<file path="src/rtl/fla_pkg.sv">
// Shared types, codes and the CRC-8 step for the framed link with retry.
// No dependencies; every other file of the block imports this package.
`timescale 1ns / 1ps
package fla_pkg;

    // Selector codes on the input channel
    localparam logic [1:0] FN_RX   = 2'd0;
    localparam logic [1:0] FN_TICK = 2'd1;
    localparam logic [1:0] FN_LOAD = 2'd2;

    // Result kinds
    localparam logic [2:0] K_TX      = 3'd0;
    localparam logic [2:0] K_RX      = 3'd1;
    localparam logic [2:0] K_OK      = 3'd2;
    localparam logic [2:0] K_CRCERR  = 3'd3;
    localparam logic [2:0] K_FAIL    = 3'd4;
    localparam logic [2:0] K_NOISE   = 3'd5;
    localparam logic [2:0] K_LEN     = 3'd6;
    localparam logic [2:0] K_TIMEOUT = 3'd7;

    // Configuration register indexes and reset values
    localparam logic [1:0]  CFG_TIMEOUT = 2'd0;
    localparam logic [1:0]  CFG_RETRY   = 2'd1;
    localparam logic [1:0]  CFG_SYNC    = 2'd2;
    localparam logic [15:0] TIMEOUT_RST = 16'd1000;
    localparam logic [3:0]  RETRY_RST   = 4'd5;
    localparam logic [7:0]  SYNC_RST    = 8'hD5;

    // Reflected Dallas/Maxim polynomial
    localparam logic [7:0] CRC_POLY = 8'h8C;

    // Job queue between front and back
    localparam int QDEPTH = 4;
    localparam int QAW    = 2;

    typedef enum logic [2:0] {
        PH_IDLE,
        PH_WAIT,
        PH_RETRY,
        PH_HDR,
        PH_DATA,
        PH_CRC
    } link_phase_t;

    typedef enum logic [1:0] {
        JOB_EMIT,
        JOB_SEND,
        JOB_WRITE
    } job_op_t;

    typedef enum logic [2:0] {
        BK_IDLE,
        BK_SYNC,
        BK_LEN,
        BK_BODY,
        BK_CRC
    } back_state_t;

    // EMIT: kind/data/acked; SEND: data = sync byte, aux = length;
    // WRITE: data = command byte, aux = store address
    typedef struct packed {
        job_op_t    op;
        logic [2:0] kind;
        logic [7:0] data;
        logic [7:0] aux;
        logic       acked;
    } job_t;

    typedef struct packed {
        logic [15:0] timeout_ticks;
        logic [3:0]  retry_limit;
        logic [7:0]  sync_value;
    } cfg_t;

    typedef struct packed {
        logic full;
        logic empty;
    } queue_stat_t;

    // One byte through the reflected CRC-8
    function automatic logic [7:0] crc8_step(input logic [7:0] acc, input logic [7:0] b);
        logic [7:0] c;
        c = acc ^ b;
        for (int k = 0; k < 8; k++) begin
            c = c[0] ? ((c >> 1) ^ CRC_POLY) : (c >> 1);
        end
        return c;
    endfunction

endpackage

</file>
<file path="src/rtl/fla_queue.sv">
// Short in-order job queue between the front classifier and the back sequencer.
// Depends on fla_pkg (job_t, queue_stat_t, QDEPTH).
`timescale 1ns / 1ps
module fla_queue (
    input  logic                  aclk,
    input  logic                  aresetn,
    input  logic                  push,
    input  fla_pkg::job_t         din,
    input  logic                  pop,
    output fla_pkg::job_t         dout,
    output fla_pkg::queue_stat_t  stat
);
    import fla_pkg::*;

    job_t           q_mem_reg [QDEPTH];
    logic [QAW-1:0] wr_ptr_reg, wr_ptr_next;
    logic [QAW-1:0] rd_ptr_reg, rd_ptr_next;
    logic [QAW:0]   count_reg, count_next;

    // Advance pointers and fill count
    always_comb begin
        wr_ptr_next = push ? wr_ptr_reg + 1'b1 : wr_ptr_reg;
        rd_ptr_next = pop ? rd_ptr_reg + 1'b1 : rd_ptr_reg;
        case ({push, pop})
            2'b10:   count_next = count_reg + 1'b1;
            2'b01:   count_next = count_reg - 1'b1;
            default: count_next = count_reg;
        endcase
    end

    always_ff @(posedge aclk) begin
        if (!aresetn) begin
            wr_ptr_reg <= '0;
            rd_ptr_reg <= '0;
            count_reg  <= '0;
        end else begin
            wr_ptr_reg <= wr_ptr_next;
            rd_ptr_reg <= rd_ptr_next;
            count_reg  <= count_next;
        end
    end

    // Store job payload
    always_ff @(posedge aclk) begin
        if (push) begin
            q_mem_reg[wr_ptr_reg] <= din;
        end
    end

    assign dout       = q_mem_reg[rd_ptr_reg];
    assign stat.full  = (count_reg == (QAW+1)'(QDEPTH));
    assign stat.empty = (count_reg == '0);

endmodule

</file>
<file path="src/rtl/fla_front.sv">
// Front part: accepts items, runs the link phase, timer, retry and receive state,
// and turns each item into at most one job for the back part. Depends on fla_pkg.
`timescale 1ns / 1ps
module fla_front #(
    parameter int RX_LEN_LIMIT = 32,
    parameter int CMD_DEPTH    = 16
) (
    input  logic                  aclk,
    input  logic                  aresetn,
    input  logic                  s_tvalid,
    output logic                  s_tready,
    input  logic [1:0]            s_tuser,
    input  logic [7:0]            s_tdata,
    input  logic                  s_tlast,
    input  fla_pkg::cfg_t         cfg,
    input  fla_pkg::queue_stat_t  q_stat,
    output logic                  push,
    output fla_pkg::job_t         job
);
    import fla_pkg::*;

    localparam int RW = $clog2(RX_LEN_LIMIT);
    localparam int LW = $clog2(CMD_DEPTH + 1);

    link_phase_t   phase_reg, phase_next;
    logic [7:0]    crc_reg, crc_next;
    logic [RW-1:0] rx_expected_reg, rx_expected_next;
    logic [RW-1:0] rx_count_reg, rx_count_next;
    logic          first_bit7_reg, first_bit7_next;
    logic [15:0]   elapsed_reg, elapsed_next;
    logic          timer_reg, timer_next;
    logic [LW-1:0] cmd_length_reg, cmd_length_next;
    logic [LW-1:0] load_index_reg, load_index_next;
    logic          pending_reg, pending_next;
    logic [3:0]    retries_reg, retries_next;

    logic          fire;
    logic          len_ok;
    logic          idle_like;
    logic          store_room;
    logic [RW-1:0] cnt_inc;
    logic [LW-1:0] idx_after;

    assign s_tready   = !q_stat.full;
    assign fire       = s_tvalid && s_tready;
    assign len_ok     = (32'(s_tdata) < RX_LEN_LIMIT);
    assign idle_like  = (phase_reg == PH_IDLE) || (phase_reg == PH_RETRY);
    assign store_room = (load_index_reg < LW'(CMD_DEPTH));
    assign cnt_inc    = rx_count_reg + 1'b1;
    assign idx_after  = store_room ? load_index_reg + 1'b1 : load_index_reg;

    // Next state of the link
    always_comb begin
        phase_next       = phase_reg;
        crc_next         = crc_reg;
        rx_expected_next = rx_expected_reg;
        rx_count_next    = rx_count_reg;
        first_bit7_next  = first_bit7_reg;
        elapsed_next     = elapsed_reg;
        timer_next       = timer_reg;
        cmd_length_next  = cmd_length_reg;
        load_index_next  = load_index_reg;
        pending_next     = pending_reg;
        retries_next     = retries_reg;
        if (fire) begin
            case (s_tuser)
                FN_RX: begin
                    case (phase_reg)
                        PH_HDR: begin
                            if (len_ok) begin
                                rx_expected_next = s_tdata[RW-1:0];
                                rx_count_next    = '0;
                                crc_next         = '0;
                                first_bit7_next  = 1'b0;
                                phase_next       = (s_tdata == 8'd0) ? PH_CRC : PH_DATA;
                            end else begin
                                phase_next = PH_IDLE;
                                timer_next = 1'b0;
                            end
                        end
                        PH_DATA: begin
                            if (rx_count_reg == '0) begin
                                first_bit7_next = s_tdata[7];
                            end
                            crc_next      = crc8_step(crc_reg, s_tdata);
                            rx_count_next = cnt_inc;
                            if (cnt_inc >= rx_expected_reg) begin
                                phase_next = PH_CRC;
                            end
                        end
                        PH_CRC: begin
                            if (first_bit7_reg) begin
                                pending_next = 1'b0;
                            end
                            phase_next = PH_IDLE;
                            timer_next = 1'b0;
                        end
                        default: begin
                            if (s_tdata == cfg.sync_value) begin
                                phase_next   = PH_HDR;
                                elapsed_next = '0;
                                timer_next   = 1'b1;
                            end
                        end
                    endcase
                end
                FN_TICK: begin
                    if (idle_like) begin
                        if (pending_reg) begin
                            if (retries_reg <= 4'd1) begin
                                retries_next = '0;
                                pending_next = 1'b0;
                                phase_next   = PH_IDLE;
                            end else begin
                                retries_next = retries_reg - 1'b1;
                                phase_next   = PH_WAIT;
                                elapsed_next = '0;
                                timer_next   = 1'b1;
                            end
                        end
                    end else if (timer_reg) begin
                        if (elapsed_reg >= cfg.timeout_ticks) begin
                            phase_next   = pending_reg ? PH_RETRY : PH_IDLE;
                            timer_next   = 1'b0;
                            elapsed_next = '0;
                        end else begin
                            elapsed_next = elapsed_reg + 1'b1;
                        end
                    end
                end
                FN_LOAD: begin
                    load_index_next = idx_after;
                    if (s_tlast) begin
                        cmd_length_next = idx_after;
                        load_index_next = '0;
                        pending_next    = (idx_after != '0);
                        retries_next    = cfg.retry_limit;
                    end
                end
                default: begin
                end
            endcase
        end
    end

    // Job toward the back part
    always_comb begin
        push      = 1'b0;
        job.op    = JOB_EMIT;
        job.kind  = K_TX;
        job.data  = '0;
        job.aux   = '0;
        job.acked = 1'b0;
        if (fire) begin
            case (s_tuser)
                FN_RX: begin
                    case (phase_reg)
                        PH_HDR: begin
                            if (!len_ok) begin
                                push     = 1'b1;
                                job.kind = K_LEN;
                            end
                        end
                        PH_DATA: begin
                            push     = 1'b1;
                            job.kind = K_RX;
                            job.data = s_tdata;
                        end
                        PH_CRC: begin
                            push      = 1'b1;
                            job.kind  = (crc_reg == s_tdata) ? K_OK : K_CRCERR;
                            job.acked = first_bit7_reg;
                        end
                        default: begin
                            if (s_tdata != cfg.sync_value) begin
                                push     = 1'b1;
                                job.kind = K_NOISE;
                            end
                        end
                    endcase
                end
                FN_TICK: begin
                    if (idle_like) begin
                        if (pending_reg) begin
                            push = 1'b1;
                            if (retries_reg <= 4'd1) begin
                                job.kind = K_FAIL;
                            end else begin
                                job.op   = JOB_SEND;
                                job.data = cfg.sync_value;
                                job.aux  = 8'(cmd_length_reg);
                            end
                        end
                    end else if (timer_reg && (elapsed_reg >= cfg.timeout_ticks)) begin
                        push     = 1'b1;
                        job.kind = K_TIMEOUT;
                    end
                end
                FN_LOAD: begin
                    if (store_room) begin
                        push     = 1'b1;
                        job.op   = JOB_WRITE;
                        job.data = s_tdata;
                        job.aux  = 8'(load_index_reg);
                    end
                end
                default: begin
                end
            endcase
        end
    end

    always_ff @(posedge aclk) begin
        if (!aresetn) begin
            phase_reg       <= PH_IDLE;
            crc_reg         <= '0;
            rx_expected_reg <= '0;
            rx_count_reg    <= '0;
            first_bit7_reg  <= 1'b0;
            elapsed_reg     <= '0;
            timer_reg       <= 1'b0;
            cmd_length_reg  <= '0;
            load_index_reg  <= '0;
            pending_reg     <= 1'b0;
            retries_reg     <= '0;
        end else begin
            phase_reg       <= phase_next;
            crc_reg         <= crc_next;
            rx_expected_reg <= rx_expected_next;
            rx_count_reg    <= rx_count_next;
            first_bit7_reg  <= first_bit7_next;
            elapsed_reg     <= elapsed_next;
            timer_reg       <= timer_next;
            cmd_length_reg  <= cmd_length_next;
            load_index_reg  <= load_index_next;
            pending_reg     <= pending_next;
            retries_reg     <= retries_next;
        end
    end

endmodule

</file>
<file path="src/rtl/fla_back.sv">
// Back part: holds the command store, executes queued jobs, drives the registered
// result channel; frames go one byte a cycle unless stalled. Depends on fla_pkg.
`timescale 1ns / 1ps
module fla_back #(
    parameter int CMD_DEPTH = 16
) (
    input  logic                  aclk,
    input  logic                  aresetn,
    input  fla_pkg::job_t         head,
    input  fla_pkg::queue_stat_t  q_stat,
    output logic                  pop,
    output logic                  m_tvalid,
    input  logic                  m_tready,
    output logic [2:0]            m_tuser,   // kind
    output logic [15:0]           m_tdata,   // [7:0] value, [8] acked, [15:9] zero
    output logic                  m_tlast
);
    import fla_pkg::*;

    localparam int AW = (CMD_DEPTH > 1) ? $clog2(CMD_DEPTH) : 1;
    localparam int LW = $clog2(CMD_DEPTH + 1);

    back_state_t   state_reg, state_next;
    logic [LW-1:0] len_reg, len_next;
    logic [LW-1:0] idx_reg, idx_next;
    logic [7:0]    crc_reg, crc_next;
    logic [7:0]    sync_reg, sync_next;

    logic          m_valid_reg, m_valid_next;
    logic [2:0]    kind_reg;
    logic [7:0]    value_reg;
    logic          acked_reg;
    logic          last_reg;

    logic [7:0]    cmd_mem [CMD_DEPTH];
    logic [7:0]    rd_data_reg;

    logic          out_free;
    logic          load;
    logic [2:0]    o_kind;
    logic [7:0]    o_value;
    logic          o_acked;
    logic          o_last;
    logic          wr_en;
    logic          rd_en;
    logic [AW-1:0] rd_addr;
    logic [LW-1:0] idx_inc;

    assign out_free = !m_valid_reg || m_tready;
    assign idx_inc  = idx_reg + 1'b1;

    // Sequencer outputs: pop, store access and the result to load
    always_comb begin
        pop     = 1'b0;
        load    = 1'b0;
        o_kind  = K_TX;
        o_value = '0;
        o_acked = 1'b0;
        o_last  = 1'b0;
        wr_en   = 1'b0;
        rd_en   = 1'b0;
        rd_addr = '0;
        case (state_reg)
            BK_IDLE: begin
                if (!q_stat.empty) begin
                    case (head.op)
                        JOB_WRITE: begin
                            wr_en = 1'b1;
                            pop   = 1'b1;
                        end
                        JOB_EMIT: begin
                            if (out_free) begin
                                pop     = 1'b1;
                                load    = 1'b1;
                                o_kind  = head.kind;
                                o_value = head.data;
                                o_acked = head.acked;
                                o_last  = 1'b1;
                            end
                        end
                        default: begin
                            pop = 1'b1;
                        end
                    endcase
                end
            end
            BK_SYNC: begin
                load    = out_free;
                o_value = sync_reg;
            end
            BK_LEN: begin
                load    = out_free;
                o_value = 8'(len_reg);
                rd_en   = out_free;
            end
            BK_BODY: begin
                load    = out_free;
                o_value = rd_data_reg;
                if (out_free && (idx_inc != len_reg)) begin
                    rd_en   = 1'b1;
                    rd_addr = idx_inc[AW-1:0];
                end
            end
            BK_CRC: begin
                load    = out_free;
                o_value = crc_reg;
                o_last  = 1'b1;
            end
            default: begin
            end
        endcase
    end

    // Sequencer next state
    always_comb begin
        state_next = state_reg;
        len_next   = len_reg;
        idx_next   = idx_reg;
        crc_next   = crc_reg;
        sync_next  = sync_reg;
        case (state_reg)
            BK_IDLE: begin
                if (!q_stat.empty && (head.op == JOB_SEND)) begin
                    state_next = BK_SYNC;
                    sync_next  = head.data;
                    len_next   = head.aux[LW-1:0];
                    idx_next   = '0;
                    crc_next   = '0;
                end
            end
            BK_SYNC: begin
                if (out_free) begin
                    state_next = BK_LEN;
                end
            end
            BK_LEN: begin
                if (out_free) begin
                    state_next = (len_reg == '0) ? BK_CRC : BK_BODY;
                end
            end
            BK_BODY: begin
                if (out_free) begin
                    crc_next = crc8_step(crc_reg, rd_data_reg);
                    idx_next = idx_inc;
                    if (idx_inc == len_reg) begin
                        state_next = BK_CRC;
                    end
                end
            end
            BK_CRC: begin
                if (out_free) begin
                    state_next = BK_IDLE;
                end
            end
            default: begin
                state_next = BK_IDLE;
            end
        endcase
    end

    assign m_valid_next = load ? 1'b1 : (m_tready ? 1'b0 : m_valid_reg);

    always_ff @(posedge aclk) begin
        if (!aresetn) begin
            state_reg   <= BK_IDLE;
            m_valid_reg <= 1'b0;
        end else begin
            state_reg   <= state_next;
            m_valid_reg <= m_valid_next;
        end
    end

    // Frame walk payload and output register
    always_ff @(posedge aclk) begin
        len_reg  <= len_next;
        idx_reg  <= idx_next;
        crc_reg  <= crc_next;
        sync_reg <= sync_next;
        if (load) begin
            kind_reg  <= o_kind;
            value_reg <= o_value;
            acked_reg <= o_acked;
            last_reg  <= o_last;
        end
    end

    // Command store: one write port, one registered read port
    always_ff @(posedge aclk) begin
        if (wr_en) begin
            cmd_mem[head.aux[AW-1:0]] <= head.data;
        end
        if (rd_en) begin
            rd_data_reg <= cmd_mem[rd_addr];
        end
    end

    assign m_tvalid = m_valid_reg;
    assign m_tuser  = kind_reg;
    assign m_tdata  = {7'd0, acked_reg, value_reg};
    assign m_tlast  = last_reg;

endmodule

</file>
<file path="src/rtl/framed_link_with_retry.sv">
// Top level of the framed half-duplex link with retry: configuration registers,
// front classifier, job queue and back sequencer. Depends on fla_pkg and all fla_ modules.
//
//   Channel   Direction  Handshake          Payload
//   s_        in         s_tvalid/s_tready  s_tuser func, s_tdata byte, s_tlast load last
//   m_        out        m_tvalid/m_tready  m_tuser kind, m_tdata value+acked, m_tlast
//   cfg_      in         cfg_valid/ready    cfg_index register, cfg_data value
//
// The front takes one item per cycle while the four-entry job queue has room.
// A frame send occupies the back from taking the job through sync, length, payload
// bytes read one a cycle from the store while the output is not stalled, and CRC;
// every other job is handled in the idle state alone.
// Reset (aresetn low, synchronous) clears the phase, timer, retry and queue state;
// the command store is not cleared. A stalled m_ side fills the queue, then
// drops s_tready; configuration writes are always taken.
`timescale 1ns / 1ps
module framed_link_with_retry #(
    parameter int RX_LEN_LIMIT = 32,
    parameter int CMD_DEPTH    = 16
) (
    input  logic        aclk,
    input  logic        aresetn,
    input  logic        s_tvalid,
    output logic        s_tready,
    input  logic [1:0]  s_tuser,   // func
    input  logic [7:0]  s_tdata,   // data_byte
    input  logic        s_tlast,   // load_last
    output logic        m_tvalid,
    input  logic        m_tready,
    output logic [2:0]  m_tuser,   // kind
    output logic [15:0] m_tdata,   // [7:0] value, [8] acked, [15:9] zero
    output logic        m_tlast,   // last
    input  logic        cfg_valid,
    output logic        cfg_ready,
    input  logic [1:0]  cfg_index,
    input  logic [15:0] cfg_data
);
    import fla_pkg::*;

    cfg_t        cfg_reg;
    queue_stat_t q_stat;
    job_t        push_job;
    job_t        head_job;
    logic        q_push;
    logic        q_pop;

    assign cfg_ready = 1'b1;

    // Configuration register writes
    always_ff @(posedge aclk) begin
        if (!aresetn) begin
            cfg_reg.timeout_ticks <= TIMEOUT_RST;
            cfg_reg.retry_limit   <= RETRY_RST;
            cfg_reg.sync_value    <= SYNC_RST;
        end else if (cfg_valid && cfg_ready) begin
            case (cfg_index)
                CFG_TIMEOUT: cfg_reg.timeout_ticks <= cfg_data;
                CFG_RETRY:   cfg_reg.retry_limit   <= cfg_data[3:0];
                CFG_SYNC:    cfg_reg.sync_value    <= cfg_data[7:0];
                default: begin
                end
            endcase
        end
    end

    fla_front #(
        .RX_LEN_LIMIT (RX_LEN_LIMIT),
        .CMD_DEPTH    (CMD_DEPTH)
    ) u_front (
        .aclk     (aclk),
        .aresetn  (aresetn),
        .s_tvalid (s_tvalid),
        .s_tready (s_tready),
        .s_tuser  (s_tuser),
        .s_tdata  (s_tdata),
        .s_tlast  (s_tlast),
        .cfg      (cfg_reg),
        .q_stat   (q_stat),
        .push     (q_push),
        .job      (push_job)
    );

    fla_queue u_queue (
        .aclk    (aclk),
        .aresetn (aresetn),
        .push    (q_push),
        .din     (push_job),
        .pop     (q_pop),
        .dout    (head_job),
        .stat    (q_stat)
    );

    fla_back #(
        .CMD_DEPTH (CMD_DEPTH)
    ) u_back (
        .aclk     (aclk),
        .aresetn  (aresetn),
        .head     (head_job),
        .q_stat   (q_stat),
        .pop      (q_pop),
        .m_tvalid (m_tvalid),
        .m_tready (m_tready),
        .m_tuser  (m_tuser),
        .m_tdata  (m_tdata),
        .m_tlast  (m_tlast)
    );

    // Queue never pushed when full nor popped when empty
    a_no_push_full: assert property (@(posedge aclk) disable iff (!aresetn)
        q_push |-> !q_stat.full) else $error("job pushed into a full queue");

    a_no_pop_empty: assert property (@(posedge aclk) disable iff (!aresetn)
        q_pop |-> !q_stat.empty) else $error("job popped from an empty queue");

    // Front stalls only on a full queue
    a_ready_tracks_full: assert property (@(posedge aclk) disable iff (!aresetn)
        !s_tready |-> q_stat.full) else $error("input stalled with queue room");

    // No result right after reset
    a_reset_quiet: assert property (@(posedge aclk)
        $past(!aresetn) |-> !m_tvalid) else $error("result valid after reset");

endmodule
</file>
<file path="config.mk">
export PLATFORM = sky130hd
export DESIGN_NAME = framed_link_with_retry
export DESIGN_NICKNAME = d
export VERILOG_FILES = /design/src/rtl/fla_pkg.sv /design/src/rtl/fla_queue.sv /design/src/rtl/fla_front.sv /design/src/rtl/fla_back.sv /design/src/rtl/framed_link_with_retry.sv
export SDC_FILE = /design/constraint.sdc
export NUM_CORES = 1
export LEC_CHECK = 0
export BUFFER_PORTS_ARGS = -buffer_cell sky130_fd_sc_hd__buf_4
export CAP_MARGIN = 20
export CORE_AREA = 4 4 208 210
export CTS_CLUSTER_SIZE = 14
export DETAILED_ROUTE_END_ITERATION = 8
export DIE_AREA = 0 0 212 214
export PLACE_DENSITY = 0.54
export SYNTH_ARGS = -nofsm -noshare
export SYNTH_HDL_FRONTEND = slang
export SYNTH_HIERARCHICAL = 1
export SYNTH_SLANG_ARGS = --single-unit
</file>
<file path="constraint.sdc">
create_clock -name aclk -period 4.3 [get_ports aclk]
set_clock_uncertainty 0.15 [all_clocks]
set_input_delay 0.215 -clock aclk [delete_from_list [all_inputs] [get_ports aclk]]
set_output_delay 0.215 -clock aclk [all_outputs]
set_load 0.005 [all_outputs]
</file>
Yosys cells after proc, flatten, opt, wreduce, memory -nomap -nowiden:

Memories as Yosys holds them, arrays and structs flattened. A register that Yosys moved wholly into a read port is not among the register bits.
Cells that the tools add are included.

* bits in registers: 132
* logic and storage cells: 295
* memories: 2
* input bits: 34
* bits in writable memories: 216
* output and inout bits: 23

* mux-type cells: 139
* add/sub/neg operators: 9
* equal/unequal tests: 46
* bitwise operators: 21
* order comparisons: 5
* reductions and logical operators: 46

Memory list
* u_back.cmd_mem: depth 16, bits a word 8, rd ports 1, clocked after memory_dff 1, wr ports 1, line fla_back.sv:35 `logic [7:0] cmd_mem [CMD_DEPTH];`
* u_queue.q_mem_reg: depth 4, bits a word 22, rd ports 1, clocked after memory_dff 1, wr ports 1, line fla_queue.sv:15 `job_t q_mem_reg [QDEPTH];`

Operator list (number)
* $mux 8: 23
* $mux 16: 10
* $mux 3: 19
* $not 2->3: 16
* $pmux 8 s2: 3
* $mux 1: 44
* $pmux 8 s5: 1
* $pmux 16 s2: 1
* $mux 5: 5
* $mux 4: 6
* $ne 2x1->1 const B: 12
* $pmux 8 s3: 1
* $mux 22: 1
* $mux 21: 1
* $reduce_and 7->1: 3
* $pmux 5 s2: 2
* $pmux 3 s2: 3
* $pmux 3 s3: 2
* $add 16x1->16 const B: 1
* $eq 8x8->1: 2
* $ge 16x16->1: 1
* $xor 8x8->8: 2
* $add 5x1->5 const B: 3
* $pmux 3 s5: 1
* 46 further kinds: 103

Depth between registers and ports, before layout:

Gate-level depths: netlist of run 1.

* depth in word-level cells: 19
* depth in mapped cells: 16
* mapped depth without buffers: 16

Cells and area by module:

Netlist of run 1, hierarchy kept.

By module, submodules not included
* fla_back: seq. area each 5335.1 um2, cells an instance 509, instances 1, area each 7546.0 um2
* fla_front: seq. area each 1081.0 um2, cells an instance 511, instances 1, area each 3965.1 um2
* fla_queue: seq. area each 2822.7 um2, cells an instance 160, instances 1, area each 3628.5 um2
* framed_link_with_retry: seq. area each 560.5 um2, cells an instance 121, instances 1, area each 1219.9 um2

Worst setup path before layout of run 1:

Ideal clock, no wire load.

* path kind: register -> register
* from: reg u_front.elapsed_reg[0]
* to: reg u_queue.count_reg[2]
* stages on the path, launching flop included: 17
* arrival time: 3.225 ns
* setup slack: 0.849 ns
* clock period less this slack: 3.451 ns
* library setup time: 0.076 ns
* path buffers: 0
* required time: 4.074 ns
* path through: dfxtp_1 inv_1 ha_1 nand2b_1 a21oi_1 o21ai_0 nand4b_1 or3b_2 a31oi_1 a31oi_1 inv_1 ha_1 inv_1 fa_1 xor2_1 or3_1 a21boi_0

* longest elaborated chain between the ends: 8
* elaborated cells between the ends (all ways): 10
* those cells by class: order compare: 1; eq/ne: 2; mux: 5; reduce/logical: 2

Ends and longest elaborated chain
* from (decl): line fla_front.sv:30 `logic [15:0] elapsed_reg, elapsed_next;`
* from (signal assigned): line fla_front.sv:232 `elapsed_reg <= elapsed_next;`
* $ge 16x16->1 (*): line fla_front.sv:194 `end else if (timer_reg && (elapsed_reg >= cfg.timeout_ticks)) begin`
* $logic_and 1x1->1 (*): line fla_front.sv:194
* $mux 1 (*): line fla_front.sv:194
* $mux 1 (*): line fla_front.sv:183 `if (idle_like) begin`
* $pmux 1 s3 (*): line fla_front.sv:155 `case (s_tuser)`
* $mux 1 (*): line fla_front.sv:154 `if (fire) begin`
* named net q_push: line framed_link_with_retry.sv:44 `logic q_push;`
* $eq 2x1->1 / $eq 2x2->1 (equally long branches): line fla_queue.sv:24 `case ({push, pop})`
* $pmux 3 s2 / $reduce_bool 2->1 (equally long branches)
* to (signal assigned): line fla_queue.sv:39 `count_reg <= count_next;`
* to (decl): line fla_queue.sv:18 `logic [QAW:0] count_reg, count_next;`

The timed path passes the listed nets; every way through them passes the cells marked *.
A chain may end at the register's enable or synchronous reset.

Worst setup path after layout of run 1:

Ends and elaborated chain as after synthesis.

==> results of run 1 <==
## critical path, delay by kind of cell, from the launching register on
kind	cells	cell delay, ns
AO/OA/AOI/OAI	5	0.93
flip-flops	1	0.38
adder cells (fa/ha/maj)	3	0.82
XOR/XNOR	1	0.15
AND/OR/NAND/NOR	4	1.07
buffers and inverters	3	0.28
## routing by layer
layer / part of all wire (%) / wire length, um / GRT usage (%)
met1: 45 / 17270 / 23.01
met5: 0 / 0 / 0
met2: 48 / 18400 / 27.84
met4: 2.2 / 843 / 4.647
met3: 4.1 / 1575 / 2.431
## final cells by class
type	count	area (um^2)
clock inverter	21	300.3
clock buffer	47	1079
multi-input combinational	820	5944
tap	539	674.4
timing repair buffer	123	1021
fill	3793	22920
sequential	346	9439
inverter	52	195.2
## power breakdown
group	internal [uW]	switching, uW
clock network	2210	1350
logic	636	985
registers	3980	131
## through the flow
| step | area (um^2) | hold slack [ns] |
|---|---|---|
| finish | 18650 | 0.09927 |
| global route | 18650 | 0.1102 |
| CTS | 18650 | 0.06435 |
| detailed placement | 16880 | 0.3007 |
| global placement | 16880 | 0.3016 |
| floorplan | 15930 | 0.1867 |
## what timing repair did
action | in CTS | in global routing
gates resized for setup | 0 | 0
setup buffers | 0 | 0
hold buffers | 39 | 0
hold endpoints to repair | 38 | 0
## cell usage in the layout (no fill, tap or decap), types with 7 or more instances in the layout
master         count
a211oi_1           7
a21o_1             7
a21oi_1           39
a22oi_1           38
a2bb2oi_1          8
a31oi_1            8
a32oi_1            7
and2_1            20
and3_1            10
buf_4             84
bufinv_16          7
clkbuf_16         41
clkinv_2           7
conb_1             8
dfxtp_1           95
dlygate4sd3_1     39
edfxtp_1         251
ha_1              38
inv_1             50
mux2_2            14
mux2i_1           48
mux4_2            17
nand2_1           93
nand2b_1          13
nand3_1           19
nand3b_1           7
nand4_1           11
nor2_1           113
nor2b_1           25
nor3_1            25
o2111ai_1          7
o211ai_1           7
o21ai_0           31
o221ai_1           9
o22ai_1           16
o2bb2ai_1          8
xnor2_1           38
xor2_1            35
## path summary, 6_finish.rpt
| check | end | start | depth (start not counted) | slack, ns |
|---|---|---|---|---|
| setup / recovery | u_queue/count_reg[2]$_SDFFE_PN0P_ | u_front/elapsed_reg[0]$_SDFFE_PN0P_ | 16 | 0.44 |
| hold / removal | cfg_reg[4]$_SDFFE_PN1P_ | aresetn | 2 | 0.1 |
| hold reg to reg | cfg_reg[13]$_SDFFE_PN0P_ | cfg_reg[13]$_SDFFE_PN0P_ | 2 | 0.31 |
| setup reg to reg | u_queue/count_reg[2]$_SDFFE_PN0P_ | u_front/elapsed_reg[0]$_SDFFE_PN0P_ | 16 | 0.44 |
==> results.sh, run 1 <==
export IMPL_status="completed"
export IMPL_drive_gt1_share_pct=14.05
export IMPL_hold_path_class="in2reg"
export IMPL_grt_max_degree=76
export IMPL_grt_pass1_vias=10530
export IMPL_slowest_stage="or3b_2"
export IMPL_dr_first_iter_drc_count=738
export IMPL_clkSinkCount=346
export IMPL_via_per_inst=5.304
export IMPL_setup_violations=0
export IMPL_fp_coreArea_um2=41570
export IMPL_vdd_drop_max_mv=0.2709
export IMPL_first_pass_iters=6
export IMPL_cap_violations=0
export IMPL_syn_avg_cell_area_um2=12.41
export IMPL_dp_cells=1841
export IMPL_worst_setup_path_type="reg2reg"
export IMPL_path_max_fanout=7
export IMPL_route_vias_total=10330
export IMPL_critical_path_max_stage_delay_ns=0.51
export IMPL_die_area_um2=45370
export IMPL_synth_cells=1282
export IMPL_final_antenna_net_count=0
export IMPL_fin_crit_ns=3.856
export IMPL_slew_viol_final=0
export IMPL_root_buffer="clkbuf_16"
export IMPL_min_period_over_period_pct=89.68
export IMPL_max_slew_margin_pct=31.47
export IMPL_grt_pass1_wl_mm=60.34
export IMPL_hold_violations=0
export IMPL_p_per_area_nw_per_um2=497.9
export IMPL_area_growth_pct=17.28
export IMPL_fin_ws_ns=0.4438
export IMPL_grt_usage_pct=16.77
export IMPL_htree_levels=2
export IMPL_fin_tns_setup_ns=0
export IMPL_path_cells="inv_1 -> ha_1 -> nand2b_1 -> a21oi_1 -> o21ai_0 -> nand4b_1 -> or3b_2 -> a31oi_1 -> a31oi_1 -> inv_1 -> ha_1 -> inv_1 -> fa_1 -> xor2_1 -> or3_1 -> a21boi_0"
export IMPL_clk_path_buf_depth=3
export IMPL_synth_warnings=6
export IMPL_drt_wl_total_mm=38.09
export IMPL_largest_register_ffs=128
export IMPL_dp_slack_ns=0.4458
export IMPL_gp_congestion=0.9038
export IMPL_portBuffers=48
export IMPL_wl_per_cell_um=19.55
export IMPL_final_util_pct=44.87
export IMPL_clock_latency_ns=0.55
export IMPL_rsz0062_at_grt="no"
export IMPL_critical_path_most_common_cell="inv_1"
export IMPL_max_freq_ghz=0.2593
export IMPL_stdcell_count=1948
export IMPL_io_pins=57
export IMPL_clkTransAtPathRegs_ns=0.06
export IMPL_required_ns=4.60
export IMPL_p_total_uw=9287
export IMPL_hpwl_mm=25.87
export IMPL_crit_path_start_kind="register"
export IMPL_rows=75
export IMPL_nets=1455
export IMPL_numCtsBuffers=39
export IMPL_leakage_uw=0.006588
export IMPL_antenna_found_initial=1
export IMPL_antenna_cells=0
export IMPL_grt_overflow=0
export IMPL_crit_path_end_kind="register"
export IMPL_initial_core_util_pct=38.26
export IMPL_drc_errors=0
export IMPL_cts_tree="built"
export IMPL_netlist_area_um2=15910
export IMPL_arrival_ns=4.16
export IMPL_die_w_um=212
export IMPL_tightestPinTransition_ns=1.027
export IMPL_die_y_um=214
Note: power is estimated with default switching activity, not from simulation.
==> run 2, diff against run 1 <==
Clock period 4.3 ns to 3.6 ns, I/O delays scaled along.
==> run 2 against run 1 <==
  * Sequential cell count stayed put
  * Non-clock buffer count is 20 higher
  * Total power is 20% higher
  * Critical endpoint unchanged
  * Utilization is 0.48 points higher
  * Cell count is 1.3% higher
  * Cell area is 1.1% higher
==> results.sh, run 2 (same netlist as run 1, synthesis figures left out) <==
export IMPL_root_buffer="clkbuf_16"
export IMPL_wl_per_cell_um=19.48
export IMPL_fin_crit_ns=3.367
export IMPL_crit_path_end_kind="register"
export IMPL_seqPwrFrac_pct=44.2
export IMPL_p_comb_share_pct=17.6
export IMPL_tightestPinTransition_ns=1.026
export IMPL_arrival_ns=3.70
export IMPL_largest_register_ffs=128
export IMPL_rows=75
export IMPL_fin_tns_setup_ns=0
export IMPL_drt_wl_total_mm=38.44
export IMPL_clkPwrFrac_pct=38.2
export IMPL_grt_pass1_wl_mm=60.97
export IMPL_clock_latency_ns=0.56
export IMPL_crit_path_start_kind="register"
export IMPL_drive_gt1_share_pct=15.55
export IMPL_met1_usage_pct=23.55
export IMPL_die_y_um=214
export IMPL_area_growth_pct=18.53
export IMPL_fillers=3747
export IMPL_p_switching_uw=3006
export IMPL_dpl_cell_area_um2=17040
export IMPL_dr_first_iter_drc_count=664
export IMPL_r2r_start="cfg_reg[21]$_SDFFE_PN1P_"
export IMPL_p_per_area_nw_per_um2=589.6
export IMPL_final_antenna_net_count=0
export IMPL_portBuffers=48
export IMPL_drc_errors=0
export IMPL_die_w_um=212
export IMPL_clkSinkCount=346
export IMPL_hpwl_mm=26.08
export IMPL_internal_power_uw=8109
export IMPL_cts_tree="built"
export IMPL_vdd_drop_max_mv=0.3382
export IMPL_worstHoldStart="s_tdata[5]"
export IMPL_max_slew_margin_pct=31.59
export IMPL_path_max_fanout=3
export IMPL_swShare_pct=27.04
export IMPL_layout_common_cells="edfxtp_1, nor2_1, buf_4, dfxtp_1, nand2_1"
export IMPL_clk_path_buf_depth=3
export IMPL_first_pass_iters=5
export IMPL_setup_violations=0
export IMPL_grt_usage_pct=16.98
export IMPL_hold_path_class="in2reg"
export IMPL_grt_pass1_vias=10570
export IMPL_route_vias_total=10500
export IMPL_antenna_cells=0
export IMPL_antenna_found_initial=0
export IMPL_final_common_cell="edfxtp_1"
export IMPL_final_util_pct=45.35
export IMPL_fp_coreArea_um2=41570
export IMPL_via_per_inst=5.324
export IMPL_nets=1476
export IMPL_hold_violations=0
export IMPL_gp_congestion=0.8874
export IMPL_crit_start="cfg_reg[21]$_SDFFE_PN1P_"
export IMPL_required_ns=3.93
export IMPL_clkTransAtPathRegs_ns=0.06
export IMPL_die_area_um2=45370
export IMPL_max_freq_ghz=0.2970
export IMPL_numCtsBuffers=40
export IMPL_stdcell_count=1973
export IMPL_p_total_uw=11110
export IMPL_io_pins=57
export IMPL_dp_cells=1860
export IMPL_worst_setup_path_type="reg2reg"
export IMPL_initial_core_util_pct=38.26
export IMPL_status="completed"
export IMPL_grt_max_degree=75
export IMPL_gr_usage_met2_pct=27.35
export IMPL_busiest_layer="met2"
export IMPL_use_met3_pct=2.768
export IMPL_slew_viol_final=0
export IMPL_rsz0062_at_grt="no"
export IMPL_grt_overflow=0
export IMPL_leakage_uw=0.006686
export IMPL_min_period_over_period_pct=93.52
export IMPL_cap_violations=0
export IMPL_htree_levels=2
export IMPL_fin_area_um2=18850
[run 2: final timing paths]
kind | slack [ns] | to | cells after the start
max | 0.23 | u_queue/count_reg[2]$_SDFFE_PN0P_ | 16
min | 0.10 | u_front/crc_reg[1]$_SDFFE_PN0P_ | 5
max reg2reg | 0.23 | u_queue/count_reg[2]$_SDFFE_PN0P_ | 16
min reg2reg | 0.31 | cfg_reg[23]$_SDFFE_PN0P_ | 2
[run 2: routing by layer]
metal,wire [um],vias to the layer above,part of all wire [%]
met5,0,-,0
met4,975,0,2.5
met3,1827,53,4.8
met2,18250,240,47
met1,17390,5193,45
li1,-,5018,-
[run 2: layout make-up]
class	count	area, um^2	area share [%]
inverters	52	195.2	1.035
clock buffers	49	1076	5.708
repair buffers	143	1181	6.265
flip-flops and latches	346	9439	50.07
clock inverters	24	314.1	1.666
well taps	539	674.4	3.577
multi-input cells	820	5972	31.68
[run 2: stage by stage]
| step | hold slack (ns) | setup slack, ns |
|---|---|---|
| floorplan | 0.1517 | 0.1490 |
| global placement | 0.3029 | 0.08603 |
| detailed placement | 0.2989 | -0.01604 |
| CTS | 0.05809 | 0.003860 |
| global route | 0.08726 | 0.01372 |
| finish | 0.1022 | 0.2333 |
[run 2: power groups by stage]
stage,clock [uW],sequential (uW),combinational [uW]
CTS,4380,4920,1980
finish,4240,4910,1960
global placement,0,4990,1920
floorplan,0,4930,1270
global route,4560,4940,2160
detailed placement,0,5000,1950
[run 2: timing repair]
action                                  in CTS  in global routing
hold endpoints to repair                    38                  0
gates resized for setup                      1                  6
endpoints found under the setup margin       1                  2
setup buffers                                0                  2
hold buffers                                38                  0
pin swaps                                    0                  3
[run 2: critical path, cell delays in order, from the launching register on]
cell and delay, ns:
dfxtp_1 0.33, inv_1 0.05, ha_1 0.31, a21oi_1 0.15, o21ai_0 0.10, a21oi_1 0.15
nor2_1 0.07, or3b_4 0.44, a31oi_4 0.16, a31oi_2 0.11, inv_1 0.08, ha_1 0.17
inv_1 0.06, fa_1 0.37, xor2_1 0.16, or3_1 0.31, a21boi_1 0.14
